==> config.mk <==
export PLATFORM = sky130hd
export DESIGN_NAME = fhp_heat_calc
export DESIGN_NICKNAME = d
export VERILOG_FILES = /design/src/hdl/fhp_pkg.sv /design/src/hdl/fhp_heat_calc.sv
export SDC_FILE = /design/constraint.sdc
export NUM_CORES = 1
export LEC_CHECK = 0
export BUFFER_PORTS_ARGS = -buffer_cell sky130_fd_sc_hd__buf_2
export CORE_ASPECT_RATIO = 0.75
export CORE_UTILIZATION = 58
export DETAILED_ROUTE_END_ITERATION = 10
export PLACE_DENSITY = 0.92
export SLEW_MARGIN = 20
export SYNTH_ARGS = -nofsm -noshare
export SYNTH_HDL_FRONTEND = slang
export SYNTH_SLANG_ARGS = --single-unit
==> constraint.sdc <==
create_clock -name vclk -period 9.56
set_clock_uncertainty 0.1 [all_clocks]
set_input_delay 0.956 -clock vclk [all_inputs]
set_output_delay 0.956 -clock vclk [all_outputs]
set_load 0.01 [all_outputs]
==> src/hdl/fhp_pkg.sv <==
// Shared types, constants and register codes for the fire heat propagation block.
package fhp_pkg;

  // Field widths.
  localparam int HEAT_W   = 8;
  localparam int GAIN_W   = 16;
  localparam int BONUS_W  = 4;
  localparam int RL_W     = 11;
  localparam int SUM_W    = HEAT_W + 2;
  localparam int PROD_W   = SUM_W + GAIN_W;

  // Line buffer depth default.
  localparam int LINE_MAX_DEF = 1024;

  // Heat ceiling, also the heat of a fire source.
  localparam logic [HEAT_W-1:0] HEAT_MAX = 8'd255;

  // Configuration port.
  localparam int PADDR_W = 4;
  localparam int PDATA_W = 32;

  typedef enum logic [1:0] {
    REG_GAIN       = 2'd0,
    REG_BONUS      = 2'd1,
    REG_ROW_LENGTH = 2'd2,
    REG_NONE       = 2'd3
  } reg_idx_t;

  // Register reset values.
  localparam logic [GAIN_W-1:0]  GAIN_RST       = 16'd20480;
  localparam logic [BONUS_W-1:0] BONUS_RST      = 4'd2;
  localparam logic [RL_W-1:0]    ROW_LENGTH_RST = 11'd256;

  // Register file contents handed to the datapath.
  typedef struct packed {
    logic [GAIN_W-1:0]  gain;
    logic [BONUS_W-1:0] bonus;
    logic [RL_W-1:0]    row_length;
  } cfg_t;

endpackage

==> src/hdl/fhp_heat_calc.sv <==
// New heat of one pixel: scaled neighbour sum plus bonus, saturated.
module fhp_heat_calc (
  input  logic [fhp_pkg::HEAT_W-1:0]  left_heat,
  input  logic [fhp_pkg::HEAT_W-1:0]  below_heat,
  input  logic [fhp_pkg::HEAT_W-1:0]  right_heat,
  input  logic [fhp_pkg::GAIN_W-1:0]  gain,
  input  logic [fhp_pkg::BONUS_W-1:0] bonus,
  input  logic                        rand_hit,
  output logic [fhp_pkg::HEAT_W-1:0]  heat
);

  localparam int SCL_W = fhp_pkg::PROD_W - fhp_pkg::GAIN_W;

  logic [fhp_pkg::SUM_W-1:0]  sum;
  logic [fhp_pkg::PROD_W-1:0] prod;
  logic [SCL_W-1:0]           scaled;
  logic [SCL_W:0]             total;

  // Sum of the three neighbours below, scaled by the Q0.16 gain.
  assign sum    = fhp_pkg::SUM_W'(left_heat) + fhp_pkg::SUM_W'(below_heat)
                + fhp_pkg::SUM_W'(right_heat);
  assign prod   = fhp_pkg::PROD_W'(sum) * fhp_pkg::PROD_W'(gain);
  assign scaled = prod[fhp_pkg::PROD_W-1:fhp_pkg::GAIN_W];

  // Random bonus, then clip to the heat range.
  assign total = (SCL_W + 1)'(scaled) + (rand_hit ? (SCL_W + 1)'(bonus) : '0);
  assign heat  = (total > (SCL_W + 1)'(fhp_pkg::HEAT_MAX)) ? fhp_pkg::HEAT_MAX
                                                          : total[fhp_pkg::HEAT_W-1:0];

endmodule

==> impl_metrics.env <==
export IMPL_max_freq_mhz=95.1
export IMPL_synth_top_family_by_area="adder cells"
export IMPL_drv_slew=0
export IMPL_routed_wl_mm=16.2
export IMPL_yosysWarnings=0
export IMPL_gr_usage_all_layers_pct=33.6
export IMPL_synthSimpleGateAreaFrac_pct=20.0
export IMPL_die_x_um=116
export IMPL_drtAntennaViolNets=0
export IMPL_worst_setup_path_end_kind="output port"
export IMPL_first_global_vias=5711
export IMPL_dp_cells=874
export IMPL_hold_class="in -> out"
export IMPL_syn_inst=656
export IMPL_rsz0062_at_grt="true"
export IMPL_final_util_pct=74.2
export IMPL_final_cell_mix="inv_1, fa_1, nand2_1, and2_1, buf_4"
export IMPL_yosysSeqAreaShare_pct=0
export IMPL_yosys_area_share_adder_pct=57.6
export IMPL_slew_headroom_pct=56.3
export IMPL_clkbuf_count=0
export IMPL_finalNonFillerCells=886
export IMPL_n_sequential_cell=0
export IMPL_synth_cell_types=46
export IMPL_max_stage_delay_ps=560
export IMPL_ios=53
export IMPL_layout_setup_ws_ps=-950
export IMPL_avgSynthCellArea_um2=8.66
export IMPL_synth_area_mux_share_pct=0.176
export IMPL_drtIter0Drc=450
export IMPL_final_nets=995
export IMPL_gr_usage_met2_pct=58.2
export IMPL_n_antenna_cell=0
export IMPL_setup_viol_count_final=8
export IMPL_io_buffers=53
export IMPL_hold_buffers=0
export IMPL_critPathMostFrequentCell="fa_1"
export IMPL_crit_arrival_ps=9450
export IMPL_cp_required_ps=8500
export IMPL_drc=0
export IMPL_syn_area_um2=5680
export IMPL_min_period_over_period_pct=110
export IMPL_vias=5168
export IMPL_start_kind="input port"
export IMPL_firstDrtPassIters=5
export IMPL_viasPerCell=5.83
export IMPL_grtUsageMet1_pct=42.4
export IMPL_maxCapViolCount=0
export IMPL_place_gp_congestion=0.940
export IMPL_yosys_area_share_xor_xnor_pct=3.39
export IMPL_dp_hpwl_mm=12.9
export IMPL_crit_path_top_delay_cell="fa_1"
export IMPL_status="finished, violations left"
export IMPL_synth_compound_area_share_pct=8.98
export IMPL_hold_violations=0
export IMPL_rows=30
export IMPL_initial_core_util_pct=61.3
export IMPL_grt_max_degree=16
export IMPL_seqCellArea_um2=0
export IMPL_dieArea_um2=10200
export IMPL_antenna_found_initial=0
export IMPL_worstPathMaxFanout=7
export IMPL_top_usage_layer="met2"
export IMPL_die_h_um=87.7
export IMPL_post_route_min_period_ps=10510
export IMPL_drive_above_1_share_pct=25.5
export IMPL_core_area_um2=9270
export IMPL_worstMarginPinSlew_ps=651
export IMPL_synth_net_count=891
export IMPL_violations="negative setup slack"
export IMPL_grt_overflow=0
export IMPL_area_delta_synth_final_pct=21.1
export IMPL_critical_path_top_delay_family="adder cells"
export IMPL_grt_pass1_wl_mm=26.6
export IMPL_met3_usage_pct=6.92
export IMPL_post_drt_wl_per_cell_um=18.3
export IMPL_worstSetupPathType="in -> out"
export IMPL_path_buf_inv=10
## worst paths after layout
kind,start,to,cells after the start
worst max-delay path,left_heat[2],heat[1],42
worst min-delay path,bonus[0],heat[0],6
## worst min-delay path: stages
cell,delay [ps]
buf_2,70
and2_1,120
ha_1,140
inv_1,50
o31ai_2,40
buf_2,120
## routing by layer
layer / vias to the layer above / part of all wire (%)
li1: 2251 / -
met2: 330 / 49
met4: 0 / 3.7
met5: - / 0
met3: 77 / 11
met1: 2510 / 36
## area by class of cell
type	count	area [µm²]
inverters	125	477
fillers	608	2390
multi-input cells	507	5410
well taps	128	160
repair buffers	126	837
## Yosys cell counts (2+ instances only)
master	number	area, µm²
a21o_1	7	52.6
a21oi_1	23	115
a31o_2	2	17.5
a31oi_1	3	18.8
a41oi_1	2	17.5
and2_1	88	551
and3_1	3	18.8
and4_4	2	22.5
buf_1	6	22.5
buf_2	2	10.0
clkbuf_1	16	60.1
fa_1	119	2380
ha_1	71	888
inv_1	125	469
nand2_1	86	323
nand3_1	5	25.0
nand4_1	7	43.8
nor2_1	15	56.3
nor2b_1	4	25.0
nor3_1	2	10.0
nor4_1	3	18.8
o21a_1	2	15.0
o21ai_0	6	30.0
o21ai_1	4	20.0
o21bai_1	4	30.0
o311ai_1	2	17.5
o31ai_1	8	60.1
xnor2_1	16	140
xor2_1	6	52.6
## per-stage QoR
stage	cell area, µm²	worst slack [ps]	hold WS [ps]	setup TNS [ps]
global placement	6640	-713	2360	-5620
detailed placement	6640	-1010	2350	-7970
CTS	6760	-929	2360	-7330
finish	6880	-950	2350	-7550
floorplan	5860	-238	2140	-1910
global route	6880	-1220	2430	-9640
## timing repair
item / in CTS / in global routing
endpoints found under the setup margin: 8 / 8
resized for setup: 17 / 21
pin swaps: 27 / 15
setup buffers: 7 / 5
## logic make-up (layout without fill, tap and decap cells)
family	count (synthesis)	count (layout)
adders and majority gates	190	190
xor gates and xnor gates	22	22
buffers and inverters	149	251
AOI/OAI and AO/OA	74	74
muxes	1	1
and+or+nand+nor	220	220
Power is left out: the tool's default activity adds up to more than one toggle a clock period on the data nets, which glitch-free logic cannot reach.
