**config.mk**
```make
export PLATFORM = sky130hd
export DESIGN_NAME = fhp_cfg_regs
export DESIGN_NICKNAME = d
export VERILOG_FILES = /design/src/hdl/fhp_pkg.sv /design/src/hdl/fhp_cfg_regs.sv
export SDC_FILE = /design/constraint.sdc
export NUM_CORES = 1
export LEC_CHECK = 0
export BUFFER_PORTS_ARGS = -buffer_cell sky130_fd_sc_hd__buf_4
export CAP_MARGIN = 20
export CORE_MARGIN = 1
export CORE_UTILIZATION = 38
export CTS_CLUSTER_DIAMETER = 80
export DETAILED_ROUTE_END_ITERATION = 6
export PLACE_DENSITY_LB_ADDON = 0.25
export SLEW_MARGIN = 30
export SYNTH_ARGS = -nofsm -noshare
export SYNTH_HDL_FRONTEND = slang
export SYNTH_SLANG_ARGS = --single-unit
```
**constraint.sdc**
```tcl
create_clock -name clk -period 1.2 [get_ports clk]
set_clock_uncertainty 0.15 [all_clocks]
set_input_delay 0.18 -clock clk [delete_from_list [all_inputs] [get_ports clk]]
set_output_delay 0.18 -clock clk [all_outputs]
set_load 0.05 [all_outputs]
```
**src/hdl/fhp_pkg.sv**
```systemverilog
// Shared types, constants and register codes for the fire heat propagation block.
package fhp_pkg;

  // Field widths.
  localparam int HEAT_W   = 8;
  localparam int GAIN_W   = 16;
  localparam int BONUS_W  = 4;
  localparam int RL_W     = 11;
  localparam int SUM_W    = HEAT_W + 2;
  localparam int PROD_W   = SUM_W + GAIN_W;

  // Line buffer depth default.
  localparam int LINE_MAX_DEF = 1024;

  // Heat ceiling, also the heat of a fire source.
  localparam logic [HEAT_W-1:0] HEAT_MAX = 8'd255;

  // Configuration port.
  localparam int PADDR_W = 4;
  localparam int PDATA_W = 32;

  typedef enum logic [1:0] {
    REG_GAIN       = 2'd0,
    REG_BONUS      = 2'd1,
    REG_ROW_LENGTH = 2'd2,
    REG_NONE       = 2'd3
  } reg_idx_t;

  // Register reset values.
  localparam logic [GAIN_W-1:0]  GAIN_RST       = 16'd20480;
  localparam logic [BONUS_W-1:0] BONUS_RST      = 4'd2;
  localparam logic [RL_W-1:0]    ROW_LENGTH_RST = 11'd256;

  // Register file contents handed to the datapath.
  typedef struct packed {
    logic [GAIN_W-1:0]  gain;
    logic [BONUS_W-1:0] bonus;
    logic [RL_W-1:0]    row_length;
  } cfg_t;

endpackage

```
**src/hdl/fhp_cfg_regs.sv**
```systemverilog
// APB-style configuration registers for the fire heat propagation block.
module fhp_cfg_regs (
  input  logic                        clk,
  input  logic                        rst_n,
  input  logic                        psel,
  input  logic                        penable,
  input  logic                        pwrite,
  input  logic [fhp_pkg::PADDR_W-1:0] paddr,
  input  logic [fhp_pkg::PDATA_W-1:0] pwdata,
  output logic [fhp_pkg::PDATA_W-1:0] prdata,
  output logic                        pready,
  output fhp_pkg::cfg_t               cfg
);

  fhp_pkg::cfg_t     cfg_r;
  fhp_pkg::reg_idx_t idx;
  logic              wr_en;

  assign idx    = fhp_pkg::reg_idx_t'(paddr[fhp_pkg::PADDR_W-1:2]);
  assign wr_en  = psel & penable & pwrite;
  assign pready = 1'b1;
  assign cfg    = cfg_r;

  // Register writes on the access phase.
  always_ff @(posedge clk) begin
    if (!rst_n) begin
      cfg_r.gain       <= fhp_pkg::GAIN_RST;
      cfg_r.bonus      <= fhp_pkg::BONUS_RST;
      cfg_r.row_length <= fhp_pkg::ROW_LENGTH_RST;
    end else if (wr_en) begin
      case (idx)
        fhp_pkg::REG_GAIN:       cfg_r.gain       <= pwdata[fhp_pkg::GAIN_W-1:0];
        fhp_pkg::REG_BONUS:      cfg_r.bonus      <= pwdata[fhp_pkg::BONUS_W-1:0];
        fhp_pkg::REG_ROW_LENGTH: cfg_r.row_length <= pwdata[fhp_pkg::RL_W-1:0];
        default: ;
      endcase
    end
  end

  // Read mux.
  always_comb begin
    case (idx)
      fhp_pkg::REG_GAIN:       prdata = fhp_pkg::PDATA_W'(cfg_r.gain);
      fhp_pkg::REG_BONUS:      prdata = fhp_pkg::PDATA_W'(cfg_r.bonus);
      fhp_pkg::REG_ROW_LENGTH: prdata = fhp_pkg::PDATA_W'(cfg_r.row_length);
      default:                 prdata = '0;
    endcase
  end

endmodule

```
==> results of run 1 <==
## routing by layer
metal | GRT usage (%) | share of wire (%)
met1 | 25.6 | 41
met2 | 34.8 | 51
met3 | 5.99 | 5.7
met4 | 7.45 | 2.0
met5 | 0 | 0
## worst register-to-register path, stage by stage, from the launching register on
cell and delay, ps:
dfxtp_4 360, buf_6 120, buf_4 120, nand2_1 40
mux2i_1 60
## per-stage QoR
| step | area [um2] | hold WS [ps] | setup slack (ps) | setup TNS [ps] | utilization (%) |
|---|---|---|---|---|---|
| 6_report | 3080 | 14.7 | -148 | -1840 | 77.0 |
| 3_5_place_dp | 2370 | 286 | -220 | -6480 | 59.2 |
| 2_1_floorplan | 1940 | 162 | -115 | -1370 | - |
| 3_3_place_gp | 2370 | 274 | -208 | -5750 | 59.2 |
| 5_1_grt | 3080 | 6.37 | -192 | -2990 | 77.0 |
| 4_1_cts | 2900 | 5.69 | -154 | -2260 | 72.5 |
## repair_timing
action                                  4_1_cts  5_1_grt
hold buffers                                  3        0
setup buffers                                19        5
endpoints found under the setup margin       16       37
endpoints found under the hold margin         3        0
pin swaps                                     8        1
gates resized for setup                      65       38
## power by group through the flow
stage | sequential (W) | combinational (W) | clock [W]
2_1_floorplan | 0.00109 | 0.000364 | 0
3_3_place_gp | 0.00104 | 0.000481 | 0
3_5_place_dp | 0.00104 | 0.000484 | 0
4_1_cts | 0.00101 | 0.000551 | 0.000845
5_1_grt | 0.00102 | 0.000596 | 0.000910
6_report | 0.00102 | 0.000569 | 0.000830
## final cells by class
class | instances | area, um2 | area share [%]
Sequential cell | 31 | 713 | 23.1
Clock inverter | 1 | 5.00 | 0.162
Inverter | 3 | 11.3 | 0.365
Clock buffer | 7 | 86.3 | 2.80
Timing Repair Buffer | 108 | 1130 | 36.7
Multi-Input combinational cell | 132 | 1070 | 34.8
Tap cell | 50 | 62.6 | 2.03
## path summary, 6_finish.rpt
check,startpoint,end
hold / removal,pwdata[13],cfg[28]$_SDFFE_PN0P_
hold reg to reg,cfg[30]$_SDFFE_PN0P_,cfg[30]$_SDFFE_PN0P_
setup / recovery,cfg[3]$_SDFFE_PN0P_,prdata[3]
setup reg to reg,cfg[3]$_SDFFE_PN0P_,cfg[3]$_SDFFE_PN0P_
## cell families (layout without fill, tap and decap cells)
family,Yosys count,count (layout),synth area share [%]
and+or+nand+nor,69,69,19.5
muxes,39,39,24.6
buffers and inverters,32,119,13.7
DFF,31,31,39.1
AOI/OAI and AO/OA,7,7,2.68
other,2,17,0.473
## cells in the final DEF (no fill, tap or decap), types with 3 or more instances in the layout
cell type,instances
and2_4,3
dfxtp_4,22
dlygate4sd3_1,3
mux2i_1,28
buf_8,23
buf_4,49
o211ai_1,3
conb_1,17
nor2_4,7
nor3_4,3
nand3_1,4
nand2_1,45
dfxtp_2,8
clkbuf_8,6
mux2i_4,10
buf_6,31
o21ai_4,4
==> results.json, run 1 <==
{
  "cpPeakStageDelay_ps": 370,
  "async_flop_share_pct": 0,
  "clkLatencyLatePin_ps": 280,
  "cts_max_path_buffers": 2,
  "rows": 23,
  "swShare_pct": 30.8,
  "fin_cells": 332,
  "critPathArrivalTime_ps": 1020,
  "vias_per_cell": 4.69,
  "synth_common_cells": "nand2_1, mux2i_1, dfxtp_1, buf_4, nor2_1",
  "clockRootBuffer": "clkbuf_8",
  "min_delay_path_depth": 3,
  "num-fill-cells": 266,
  "initial_core_util_pct": 39.7,
  "yosys_warnings": 0,
  "synthTopCellsByArea": "dfxtp_1, mux2i_1, nand2_1",
  "p_sw_w": 0.000745,
  "status": "complete, but fails checks",
  "antenna_found_initial": 0,
  "path_class": "flip-flop to output port",
  "hpwlAfterDp_um": 2850,
  "rsz0062_at_grt": "yes",
  "largest_reg_flops": 31,
  "period_share_pct": 112,
  "portBuffers": 69,
  "critPathSlowestCell": "dfxtp_4",
  "worst-path-buf-inv": 1,
  "die_area_um2": 4440,
  "cp_max_fo": 2,
  "clockPowerShare_pct": 34.4,
  "numCtsBuffers": 5,
  "grt_max_degree": 47,
  "syn-cell-area_um2": 1590,
  "seqPwrFrac_pct": 42.1,
  "drive_gt1_share_pct": 62.1,
  "cp.depth": 3,
  "worst_ep_required_time_ps": 870,
  "die_h_um": 66.7,
  "gr-total-overflow": 0,
  "ir_drop_v": 0.000710,
  "drv_cap": 0,
  "cts.clk_slew.worst_paths_ps": 70,
  "track_usage_pct": 21.0,
  "yosysTopAreaCell": "dfxtp_1",
  "synth_edf_count": 0,
  "cts.htree.levels": 2,
  "area_growth_pct": 93.9,
  "r2r_cells": 4,
  "hold_viol": 0,
  "ys_ff_latch": 31,
  "p_total_w": 0.00242,
  "p_comb_share_pct": 23.5,
  "crit_family": "flip-flops",
  "post_drt_wl_per_cell_um": 13.6,
  "min_period_ps": 1350,
  "fin_ws_ps": -148,
  "drt_iter0_drc": 62,
  "power_density_nw_per_um2": 784,
  "ant_nets": 0,
  "syn_avg_cell_area_um2": 8.83,
  "cts_tree": "built",
  "cts_num_sinks": 31,
  "yosysMostFrequentCell": "nand2_1",
  "crit_chain": "mux2i_4 -> o21ai_4 -> buf_6",
  "yosysSeqAreaShare_pct": 39.1,
  "firstDrtPassIters": 4,
  "critPathLaunchType": "flip-flop",
  "grt_pass1_vias": 1434,
  "fmax_mhz": 742,
  "nNetsFinal": 322,
  "failed_checks": "setup timing",
  "worst_hold_path_type": "input pin to flip-flop",
  "grt_pass1_wl_um": 6860,
  "core-area_um2": 4000,
  "drt-total-wl_um": 4530,
  "antenna_cells": 0,
  "setup_viol": 35,
  "p_int_w": 0.00167,
  "p_leak_nw": 1.27,
  "synth_top_area_share_pct": 39.1,
  "maxSlewViolCount": 0,
  "synthesis.instances": 180,
  "dp_cells": 297,
  "yosys_most_used_dff": "dfxtp_1",
  "synth_cell_types": 22,
  "gp_congestion": 0.722,
  "via_count": 1557,
  "reg2reg_slack_ps": 230,
  "die_w_um": 66.7,
  "drc": 0,
  "pin_count": 105,
  "crit_path_end_kind": "output port"
}
Power figures use the tool's default switching activity.
==> run 2, diff against run 1 <==
SETUP_SLACK_MARGIN = 0.5   (was not set)
==> results.json, run 2 (synthesized netlist as in run 1, its figures left out) <==
{
  "pin_count": 105,
  "drive_gt1_share_pct": 67.5,
  "final-seq-area_um2": 737,
  "dp_cells": 300,
  "antenna_found_initial": 0,
  "drv_cap": 0,
  "p_leak_nw": 1.42,
  "die_h_um": 66.7,
  "cts_num_sinks": 31,
  "rows": 23,
  "power_density_nw_per_um2": 763,
  "grt_max_degree": 22,
  "cts_max_path_buffers": 2,
  "ir_drop_v": 0.000794,
  "path_class": "flip-flop to output port",
  "layout_commonest_cell": "buf_6",
  "min_period_ps": 1370,
  "track_usage_pct": 25.9,
  "cts.clk_slew.worst_paths_ps": 70,
  "drt_iter0_drc": 51,
  "critPathLaunchType": "flip-flop",
  "drc": 0,
  "fin_ws_ps": -171,
  "die_w_um": 66.7,
  "numCtsBuffers": 5,
  "cp_max_fo": 2,
  "nNetsFinal": 332,
  "cts_tree": "built",
  "maxSlewViolCount": 0,
  "num-fill-cells": 189,
  "ant_nets": 0,
  "pre_cts_ws_ps": -218,
  "setup_viol": 39,
  "gp_congestion": 0.697,
  "drt-total-wl_um": 5360,
  "crit_path_end_kind": "output port",
  "fin_cells": 342,
  "multi_input_area_um2": 1120,
  "cts.htree.levels": 2,
  "largest_reg_flops": 31,
  "worst_ep_required_time_ps": 870,
  "hpwlAfterDp_um": 2900,
  "via_count": 1605,
  "fmax_mhz": 730,
  "hold_viol": 1,
  "area_growth_pct": 118,
  "antenna_cells": 0,
  "worst_hold_path_type": "input pin to flip-flop",
  "portBuffers": 69,
  "vias_per_cell": 4.69,
  "failed_checks": "hold timing, setup timing",
  "most-common-layout-cells": "buf_6, nand2_1, buf_8",
  "grt_pass1_wl_um": 8230,
  "critPathArrivalTime_ps": 1040,
  "die_area_um2": 4440,
  "rsz0062_at_grt": "yes",
  "gr-total-overflow": 0,
  "holdWs_ps": -0.833,
  "clockRootBuffer": "clkbuf_8",
  "clkLatencyLatePin_ps": 280,
  "utilization_pct": 86.6,
  "core-area_um2": 4000,
  "p_total_w": 0.00264,
  "grt_pass1_vias": 1659,
  "period_share_pct": 114,
  "post_drt_wl_per_cell_um": 15.7,
  "status": "complete, but fails checks",
  "initial_core_util_pct": 39.7,
  "firstDrtPassIters": 4
}
-- run 2: cell types whose count changed in the layout (fill, tap and decap cells not counted), moves of 5 or more --
cell	before	now
nand2_1	45	40
nand2_2	0	5
buf_8	23	35
dfxtp_2	8	0
buf_4	49	29
buf_6	31	47
dfxtp_4	22	31
-- run 2: metal layers --
layer | vias to the layer above | GRT usage, % | part of all wire, %
met4 | 0 | 9.31 | 1.0
met2 | 58 | 46.6 | 57
met3 | 6 | 5.82 | 4.8
li1 | 782 | - | -
met1 | 759 | 29.4 | 37
met5 | - | 0 | 0
-- run 2: power by group --
| part | switching [W] | leakage (nW) | internal [W] |
|---|---|---|---|
| Combinational | 0.000383 | 1.09 | 0.000267 |
| Sequential | 0.0000177 | 0.272 | 0.000984 |
| Clock | 0.000386 | 0.0556 | 0.000607 |
| Total | 0.000787 | 1.42 | 0.00186 |
-- run 2: repair_timing --
action | 4_1_cts | 5_1_grt
endpoints found under the setup margin | 78 | 78
endpoints found under the hold margin | 1 | 0
gates resized for setup | 141 | 15
pin swaps | 14 | 5
setup buffers | 25 | 8
cloned | 1 | 0
-- run 2: layout make-up --
cell class                 instances  area share [%]
sequential                        31            21.3
clock buffer                       5            1.99
multi-input combinational        132            32.2
inverter                           3           0.397
tap                               50            1.81
timing repair buffer             118            41.2
clock inverter                     3            1.12
-- run 2: stage by stage --
step / setup TNS (ps) / instance area (um2)
2_1_floorplan: -1180 / 1970
4_1_cts: -2230 / 3350
3_3_place_gp: -5050 / 2420
3_5_place_dp: -6040 / 2420
6_report: -2340 / 3470
5_1_grt: -3370 / 3470
-- run 2: critical path, stage by stage (launching register included) --
cell	delay [ps]
dfxtp_4	360
mux2i_4	180
o21ai_4	70
buf_8	150
-- run 2: final timing paths --
kind | slack [ps] | cells after the start | end | startpoint
worst max-delay path | -170 | 3 | prdata[2] | cfg[17]$_SDFFE_PN0P_
worst min-delay path | -0.8 | 3 | cfg[26]$_SDFFE_PN0P_ | pwdata[11]
worst max register to register | 230 | 4 | cfg[17]$_SDFFE_PN0P_ | cfg[17]$_SDFFE_PN0P_
worst min register to register | 340 | 2 | cfg[11]$_SDFFE_PN0P_ | cfg[11]$_SDFFE_PN0P_
